`config.mk`:
```
export PLATFORM = sky130hd
export DESIGN_NAME = pcrrip_ctrl
export DESIGN_NICKNAME = d
export VERILOG_FILES = /design/src/hdl/pcrrip_pkg.sv /design/src/hdl/pcrrip_ctrl.sv
export SDC_FILE = /design/constraint.sdc
export NUM_CORES = 1
export LEC_CHECK = 0
export BUFFER_PORTS_ARGS = -buffer_cell sky130_fd_sc_hd__buf_4
export CORE_AREA = 2 2 39 41
export CTS_BUF_LIST = sky130_fd_sc_hd__clkbuf_4
export CTS_CLUSTER_SIZE = 30
export DETAILED_ROUTE_END_ITERATION = 8
export DIE_AREA = 0 0 41 43
export PLACE_DENSITY = 0.65
export SLEW_MARGIN = 30
export SYNTH_ARGS = -nofsm -noshare
export SYNTH_HDL_FRONTEND = slang
export SYNTH_SLANG_ARGS = --single-unit
```
`constraint.sdc`:
```
create_clock -name clk -period 2.8 [get_ports clk]
set_clock_uncertainty 0.05 [all_clocks]
set_input_delay 0.28 -clock clk [delete_from_list [all_inputs] [get_ports clk]]
set_output_delay 0.28 -clock clk [all_outputs]
set_load 0.05 [all_outputs]
```
`src/hdl/pcrrip_pkg.sv`:
```
// ----------------------------------------------------------------------------
// pcrrip_pkg
// Shared constants and controller/datapath interface types for the
// PC-classified RRIP replacement block.
// ----------------------------------------------------------------------------
package pcrrip_pkg;

  // default geometry (all sizes are powers of two)
  localparam int unsigned DEF_NUM_SETS      = 2048;
  localparam int unsigned DEF_NUM_WAYS      = 16;
  localparam int unsigned DEF_PC_ENTRIES    = 1024;
  localparam int unsigned DEF_FILTER_BITS   = 2048;
  localparam int unsigned DEF_PRIORITY_BITS = 2;
  localparam int unsigned DEF_COUNTER_MAX   = 1023;

  // fixed field widths
  localparam int unsigned SET_IN_W  = 11;
  localparam int unsigned WAY_IN_W  = 4;
  localparam int unsigned PRIO_O_W  = 2;
  localparam int unsigned BLOCK_W   = 58;
  localparam int unsigned STRIDE_W  = 59;
  localparam int unsigned REPEAT_W  = 8;
  localparam int unsigned THR_W     = 8;
  localparam int unsigned SEED_W    = 16;
  localparam int unsigned CFG_IDX_W = 2;

  // hashing and random source
  localparam logic [31:0]     HASH_MUL  = 32'd2654435761;
  localparam logic [31:0]     HASH_XOR  = 32'h0000dead;
  localparam logic [SEED_W-1:0] LFSR_TAPS = 16'hB400;

  // PC classes
  localparam logic [1:0] CLS_COLD    = 2'd0;
  localparam logic [1:0] CLS_NEUTRAL = 2'd1;
  localparam logic [1:0] CLS_HOT     = 2'd2;

  // configuration register indexes
  localparam logic [CFG_IDX_W-1:0] REG_RATIO  = 2'd0;
  localparam logic [CFG_IDX_W-1:0] REG_STREAM = 2'd1;
  localparam logic [CFG_IDX_W-1:0] REG_MASK   = 2'd2;
  localparam logic [CFG_IDX_W-1:0] REG_SEED   = 2'd3;

  // hash operand select
  typedef enum logic [1:0] {
    HS_SIG_A = 2'd0,
    HS_SIG_B = 2'd1,
    HS_PC_A  = 2'd2,
    HS_PC_B  = 2'd3
  } hsel_t;

  typedef struct packed {
    logic  capture;
    logic  age;
    logic  vict_fin;
    logic  cnt;
    logic  cls;
    logic  hash_en;
    hsel_t hsel;
    logic  fwrite;
    logic  fread;
    logic  fin;
  } cmd_t;

  typedef struct packed {
    logic sweep_busy;
    logic vict_found;
    logic out_free;
    logic was_hit;
  } status_t;

endpackage

```
`src/hdl/pcrrip_ctrl.sv`:
```
// ----------------------------------------------------------------------------
// pcrrip_ctrl
// Sequencer for victim searches and access updates.
// ----------------------------------------------------------------------------
module pcrrip_ctrl (
  input  logic               clk,
  input  logic               rst_n,
  input  logic               in_valid,
  input  logic               in_kind,
  output logic               in_stall,
  input  pcrrip_pkg::status_t sts,
  output pcrrip_pkg::cmd_t    cmd
);
  import pcrrip_pkg::*;

  typedef enum logic [3:0] {
    S_SWEEP, S_IDLE, S_VICT, S_CNT, S_CLS,
    S_H0, S_H1, S_H2, S_H3, S_H4, S_FIN
  } state_t;

  state_t state_r, state_nxt;

  assign in_stall = (state_r != S_IDLE);

  // decode commands and next state
  always_comb begin
    cmd       = '0;
    cmd.hsel  = HS_SIG_A;
    state_nxt = state_r;
    unique case (state_r)
      S_SWEEP: begin
        if (!sts.sweep_busy) state_nxt = S_IDLE;
      end
      S_IDLE: begin
        if (in_valid) begin
          cmd.capture = 1'b1;
          state_nxt   = in_kind ? S_CNT : S_VICT;
        end
      end
      S_VICT: begin
        if (sts.vict_found) begin
          if (sts.out_free) begin
            cmd.vict_fin = 1'b1;
            state_nxt    = S_IDLE;
          end
        end else begin
          cmd.age = 1'b1;
        end
      end
      S_CNT: begin
        cmd.cnt   = 1'b1;
        state_nxt = S_CLS;
      end
      S_CLS: begin
        cmd.cls   = 1'b1;
        state_nxt = sts.was_hit ? S_FIN : S_H0;
      end
      S_H0: begin
        cmd.hash_en = 1'b1;
        cmd.hsel    = HS_SIG_A;
        state_nxt   = S_H1;
      end
      S_H1: begin
        cmd.hash_en = 1'b1;
        cmd.hsel    = HS_SIG_B;
        cmd.fwrite  = 1'b1;
        state_nxt   = S_H2;
      end
      S_H2: begin
        cmd.hash_en = 1'b1;
        cmd.hsel    = HS_PC_A;
        cmd.fwrite  = 1'b1;
        state_nxt   = S_H3;
      end
      S_H3: begin
        cmd.hash_en = 1'b1;
        cmd.hsel    = HS_PC_B;
        cmd.fread   = 1'b1;
        state_nxt   = S_H4;
      end
      S_H4: begin
        cmd.fread = 1'b1;
        state_nxt = S_FIN;
      end
      S_FIN: begin
        if (sts.out_free) begin
          cmd.fin   = 1'b1;
          state_nxt = S_IDLE;
        end
      end
      default: state_nxt = S_IDLE;
    endcase
  end

  // hold state
  always_ff @(posedge clk) begin
    if (!rst_n) begin
      state_r <= S_SWEEP;
    end else begin
      state_r <= state_nxt;
    end
  end

endmodule

```
# After elaboration in Yosys (flattened, before gate mapping)

Cells that the tools add are included.

Input bits: 8
Flip-flop bits (word level): 4
Logic and storage cells: 38

Equal/unequal tests: 14
Multiplexer cells: 19
Reduce and logical (&&, ||, !) cells: 4

Operators by type and width:

| operator                                                                | number |
|---|---|
| 4-bit case mux with 11 select lines                                     | 1 |
| 4-bit two-way mux                                                       | 5 |
| 4-bit by 3-bit equality test with 1-bit output, second input constant   | 4 |
| 4-bit equality test, second input constant                              | 3 |
| 3-bit case mux with 4 select lines                                      | 1 |
| 1-bit two-way mux                                                       | 11 |
| 4-bit by 2-bit equality test with 1-bit output, second input constant   | 2 |
| 2-bit inequality test, second input constant                            | 3 |
| 4-bit by 1-bit equality test with 1-bit output, second input constant   | 1 |
| 4-bit zero test                                                         | 1 |
| 4-bit by 1-bit inequality test with 1-bit output, second input constant | 1 |
| 2-bit OR reduction                                                      | 2 |
| 3-bit AND reduction                                                     | 1 |
| 2-bit two-way mux                                                       | 1 |

# Logic depth before layout (Yosys ltp)

Word-level depth: 3
Gate-level depth with buffers: 5
Gate-level depth less buffers: 4

# Least setup slack after synthesis

OpenSTA, ideal clock, no wires.

Path type: register -> output
From: register state_r[2]
To: output cmd[3] (netlist bit)
Path slack: 0.346 ns
Buffers on the path: 1
Arrival time: 2.124 ns
Cell stages (with the launch flop): 6
Required time: 2.470 ns
Path through: dfxtp_1 > buf_4 > nand2b_1 > nor2_1 > nor2_1 > nor2_1

RTL lines:

| item                   | line               | source |
|---|---|---|
| start, declared        | pcrrip_ctrl.sv:21  | `state_t state_r, state_nxt;` |
| start signal, assigned | pcrrip_ctrl.sv:100 | `state_r <= state_nxt;` |
| end, declared          | pcrrip_ctrl.sv:12  | `output pcrrip_pkg::cmd_t cmd` |

==> impl_metrics.prom <==
# TYPE chip_impl_metric gauge
chip_impl_metric{name="setup_viol",unit=""} 0
chip_impl_metric{name="drt_pass1_iterations",unit=""} 4
chip_impl_info{name="path_class_of_the_lowest_slack_min_delay_path",value="in2reg"} 1
chip_impl_metric{name="min_delay_path_depth",unit=""} 2
chip_impl_info{name="regToRegEndpoint",value="state_r[3]$_SDFFE_PN0P_"} 1
chip_impl_info{name="reg_top3",value="state_r x4"} 1
chip_impl_metric{name="fin_total_pwr",unit="µW"} 363
chip_impl_metric{name="leakage",unit="µW"} 0.000232
chip_impl_metric{name="detail_route.drc_violations",unit=""} 0
chip_impl_info{name="largest-register",value="state_r"} 1
chip_impl_info{name="run_status",value="finished, final reports clean"} 1
chip_impl_metric{name="place.detailed.hpwl",unit="µm"} 755
chip_impl_metric{name="inserted_clock_buffers",unit=""} 3
chip_impl_metric{name="clock_transition_at_the_registers_of_the_reported_paths",unit="ns"} 0.03
chip_impl_metric{name="row_cnt",unit=""} 14
chip_impl_metric{name="ys.warnings.count",unit=""} 0
chip_impl_metric{name="post_cts_resized",unit=""} 0
chip_impl_metric{name="insertion_delay",unit="ns"} 0.23
chip_impl_metric{name="post-route-min-period",unit="ns"} 1.82
chip_impl_metric{name="comb_power_share",unit="%"} 51.3
chip_impl_metric{name="critPathBufInv",unit=""} 1
chip_impl_metric{name="critPathRequiredTime",unit="ns"} 2.47
chip_impl_metric{name="floorplan.initialDensity",unit="%"} 28.5
chip_impl_metric{name="final_min_period_over_clock_period",unit="%"} 65.0
chip_impl_metric{name="synth_sequential_area_ratio",unit="%"} 20.3
chip_impl_metric{name="p_sw_share",unit="%"} 48.3
chip_impl_metric{name="grt_max_degree",unit=""} 16
chip_impl_metric{name="globalRouteOverflowTotal",unit=""} 0
chip_impl_metric{name="worstRegToRegCells",unit=""} 4
chip_impl_info{name="clock_tree.root_cell",value="sky130_fd_sc_hd__clkbuf_4"} 1
chip_impl_info{name="critical-path-slowest-cell",value="sky130_fd_sc_hd__dfxtp_1"} 1
chip_impl_metric{name="maxCapViolations",unit=""} 0
chip_impl_metric{name="vdd_drop_max",unit="µV"} 326
chip_impl_info{name="critPathCaptureType",value="output port"} 1
chip_impl_metric{name="initial_antenna_violation_count",unit=""} 0
chip_impl_metric{name="netlist-cell-type-count",unit=""} 25
chip_impl_metric{name="avgRoutedWirePerCell",unit="µm"} 10.3
chip_impl_metric{name="synthToLayoutAreaGrowth",unit="%"} 36.8
chip_impl_metric{name="synthesized_cell_area",unit="µm²"} 394
chip_impl_metric{name="critical-path-max-stage-delay",unit="ns"} 0.53
chip_impl_metric{name="synth_cells",unit=""} 60
chip_impl_metric{name="place.port_buffers",unit=""} 19
chip_impl_metric{name="cts_post_setup_buffers_inserted",unit=""} 0
chip_impl_metric{name="die-area",unit="µm²"} 1760
chip_impl_metric{name="cts_num_sinks",unit=""} 4
chip_impl_metric{name="fmaxAchievable",unit="GHz"} 0.550
chip_impl_metric{name="detail-route-antenna-nets",unit=""} 0
chip_impl_metric{name="internal-power",unit="µW"} 188
chip_impl_metric{name="synthesis.area_per_instance",unit="µm²"} 6.57
chip_impl_info{name="hold_path_end",value="state_r[3]$_SDFFE_PN0P_"} 1
chip_impl_metric{name="worst-slew-pin-transition",unit="ns"} 0.454
chip_impl_metric{name="switching_power",unit="µW"} 175
chip_impl_metric{name="route.detailed.vias_per_inst",unit=""} 4.88
chip_impl_metric{name="setup_total_negative_slack",unit="ns"} 0
chip_impl_info{name="worst_r2r_startpoint",value="state_r[3]$_SDFFE_PN0P_"} 1
chip_impl_info{name="critPathKind",value="reg2out"} 1
chip_impl_info{name="critical_path.most_common_cell",value="sky130_fd_sc_hd__nor2_1"} 1
chip_impl_metric{name="core-area",unit="µm²"} 1380
chip_impl_metric{name="drt_iter0_drcs",unit=""} 8
chip_impl_metric{name="slew_headroom",unit="%"} 69.7
chip_impl_metric{name="reg2reg_slack",unit="ns"} 1.47
chip_impl_info{name="setup_repair_after_global_routing_missed_its_margin",value="false"} 1
chip_impl_metric{name="gp_routability_congestion",unit=""} 0.767
chip_impl_metric{name="power_density",unit="nW/µm²"} 673
chip_impl_metric{name="finalHoldViolCount",unit=""} 0
chip_impl_metric{name="grt_first_pass_wirelength",unit="mm"} 1.43
chip_impl_metric{name="clk_path_buf_depth",unit=""} 2
chip_impl_info{name="worst_path_dominant_cell_family",value="flip-flops"} 1
chip_impl_metric{name="synth.net_count",unit=""} 68
chip_impl_metric{name="groute.usage.overall",unit="%"} 12.3
chip_impl_metric{name="timing.critical_path.arrival",unit="ns"} 1.49
chip_impl_metric{name="route.vias.total",unit=""} 459
chip_impl_metric{name="drt_wl_total",unit="µm"} 965
chip_impl_metric{name="crit_fanout",unit=""} 11
chip_impl_info{name="worst_hold_startpoint",value="rst_n"} 1
chip_impl_metric{name="first_global_vias",unit=""} 365
chip_impl_metric{name="cell_total_after_placement",unit=""} 91
chip_impl_metric{name="share_of_total_power_in_sequential_cells",unit="%"} 29.4
chip_impl_metric{name="cts_max_level",unit=""} 1
chip_impl_info{name="critical_path.startpoint_type",value="flop"} 1
chip_impl_metric{name="postCtsHoldBufs",unit=""} 0
chip_impl_metric{name="antenna_cells",unit=""} 0
chip_impl_metric{name="chipHeight",unit="µm"} 43
chip_impl_metric{name="finish.utilization",unit="%"} 39.0
chip_impl_metric{name="ys_ff_latch",unit=""} 4
chip_impl_info{name="critical_path.cell_chain",value="nor2b_2 -> and2_1 -> nor2_1 -> nor2_1 -> buf_4"} 1
chip_impl_metric{name="floorplan.die.width",unit="µm"} 41
chip_impl_info{name="tritoncts",value="done"} 1
chip_impl_metric{name="number_of_flip_flops_in_the_largest_register",unit=""} 4
chip_impl_metric{name="slew_violations",unit=""} 0
chip_impl_metric{name="finish.net_count",unit=""} 88
chip_impl_metric{name="finalNonFillerCells",unit=""} 94
chip_impl_metric{name="top_level_ports",unit=""} 20
chip_impl_metric{name="drive_gt1_share",unit="%"} 33.3
chip_impl_metric{name="clockPowerShare",unit="%"} 19.3
area by class of cell:
class | instances | area [µm²]
fill | 153 | 845
sequential | 4 | 80.1
inverter | 2 | 7.51
multi-input combinational | 50 | 267
clock buffer | 3 | 22.5
timing repair buffer | 19 | 143
tap | 16 | 20.0
placed cells by master, fill, tap and decap left out:
cell type                  instances
sky130_fd_sc_hd__nor2b_1           1
sky130_fd_sc_hd__o21ba_2           1
sky130_fd_sc_hd__o211ai_1          3
sky130_fd_sc_hd__nand3_1           2
sky130_fd_sc_hd__inv_1             1
sky130_fd_sc_hd__o22a_1            1
sky130_fd_sc_hd__o31a_1            1
sky130_fd_sc_hd__o22ai_1           1
sky130_fd_sc_hd__a32oi_1           1
sky130_fd_sc_hd__nand2b_2          1
sky130_fd_sc_hd__inv_2             1
sky130_fd_sc_hd__buf_4            19
sky130_fd_sc_hd__dfxtp_1           4
sky130_fd_sc_hd__nand3b_1          1
sky130_fd_sc_hd__nand2b_1          3
sky130_fd_sc_hd__a21oi_1           2
sky130_fd_sc_hd__nor2b_2           1
sky130_fd_sc_hd__nand2_1          10
sky130_fd_sc_hd__nor2_1           13
sky130_fd_sc_hd__nor3_1            3
sky130_fd_sc_hd__a311oi_1          1
sky130_fd_sc_hd__o21ai_0           3
sky130_fd_sc_hd__clkbuf_4          3
sky130_fd_sc_hd__and2_1            1
metal layers:
layer	track usage, %	up-vias	routed length (µm)
met2	16.3	22	427
li1	-	243	-
met4	10.0	0	17
met1	15.1	192	431
met3	4.71	2	89
met5	0	-	0
worst register-to-register path: stages (launching register included):
cell                       delay [ns]
sky130_fd_sc_hd__dfxtp_1         0.51
sky130_fd_sc_hd__nand2b_2        0.23
sky130_fd_sc_hd__o22a_1          0.14
sky130_fd_sc_hd__nor2_1          0.04
sky130_fd_sc_hd__o31a_1          0.24
worst max-delay path by stage:
stage | start | to | cells after the start
floorplan | state_r[2]$_SDFFE_PN0P_ | cmd[3] | 5
global placement | state_r[2]$_SDFFE_PN0P_ | cmd[3] | 5
detailed placement | state_r[2]$_SDFFE_PN0P_ | cmd[3] | 5
CTS | state_r[2]$_SDFFE_PN0P_ | cmd[3] | 5
global route | state_r[2]$_SDFFE_PN0P_ | cmd[3] | 5
finish | state_r[2]$_SDFFE_PN0P_ | cmd[3] | 5
power by group through the flow:
| stage | Clock [µW] | Combinational, µW | Sequential [µW] |
|---|---|---|---|
| 2_1_floorplan | 0 | 180 | 80.8 |
| 3_3_place_gp | 0 | 186 | 107 |
| 3_5_place_dp | 0 | 187 | 107 |
| 4_1_cts | 73.8 | 188 | 106 |
| 5_1_grt | 80.5 | 201 | 111 |
| 6_report | 70.1 | 186 | 107 |
cells in the mapped netlist, drive strengths merged:
| master | instances | area (µm²) |
|---|---|---|
| a32oi | 1 | 8.76 |
| a21oi | 2 | 10.0 |
| buf | 3 | 26.3 |
| nor2b | 2 | 15.0 |
| o22a | 1 | 8.76 |
| nand3 | 2 | 10.0 |
| o21ai | 3 | 15.0 |
| a311oi | 1 | 8.76 |
| nand2b | 4 | 27.5 |
| nor3 | 3 | 15.0 |
| o31a | 1 | 8.76 |
| clkbuf | 1 | 13.8 |
| o21ba | 1 | 10.0 |
| nand3b | 1 | 7.51 |
| inv | 2 | 7.50 |
| and2 | 1 | 6.26 |
| o211ai | 3 | 22.5 |
| nand2 | 10 | 37.5 |
| dfxtp | 4 | 80.1 |
| nor2 | 13 | 48.8 |
| o22ai | 1 | 6.26 |
metrics by stage:
step / worst slack [ns] / hold slack, ns / instance area, µm²
after floorplan: 0.346 / 0.349 / 394
after global placement: 1.20 / 0.488 / 517
after detailed placement: 1.22 / 0.491 / 517
after CTS: 0.959 / 0.247 / 539
after global routing: 0.819 / 0.247 / 539
final: 0.981 / 0.253 / 539
kinds of logic after synthesis:
family | Yosys count | synth area share [%]
AOI/OAI and AO/OA | 14 | 25.1
buffers and inverters | 6 | 12.1
DFF | 4 | 20.3
and+or+nand+nor | 36 | 42.5
No activity file was read; power rests on OpenSTA's default activity.
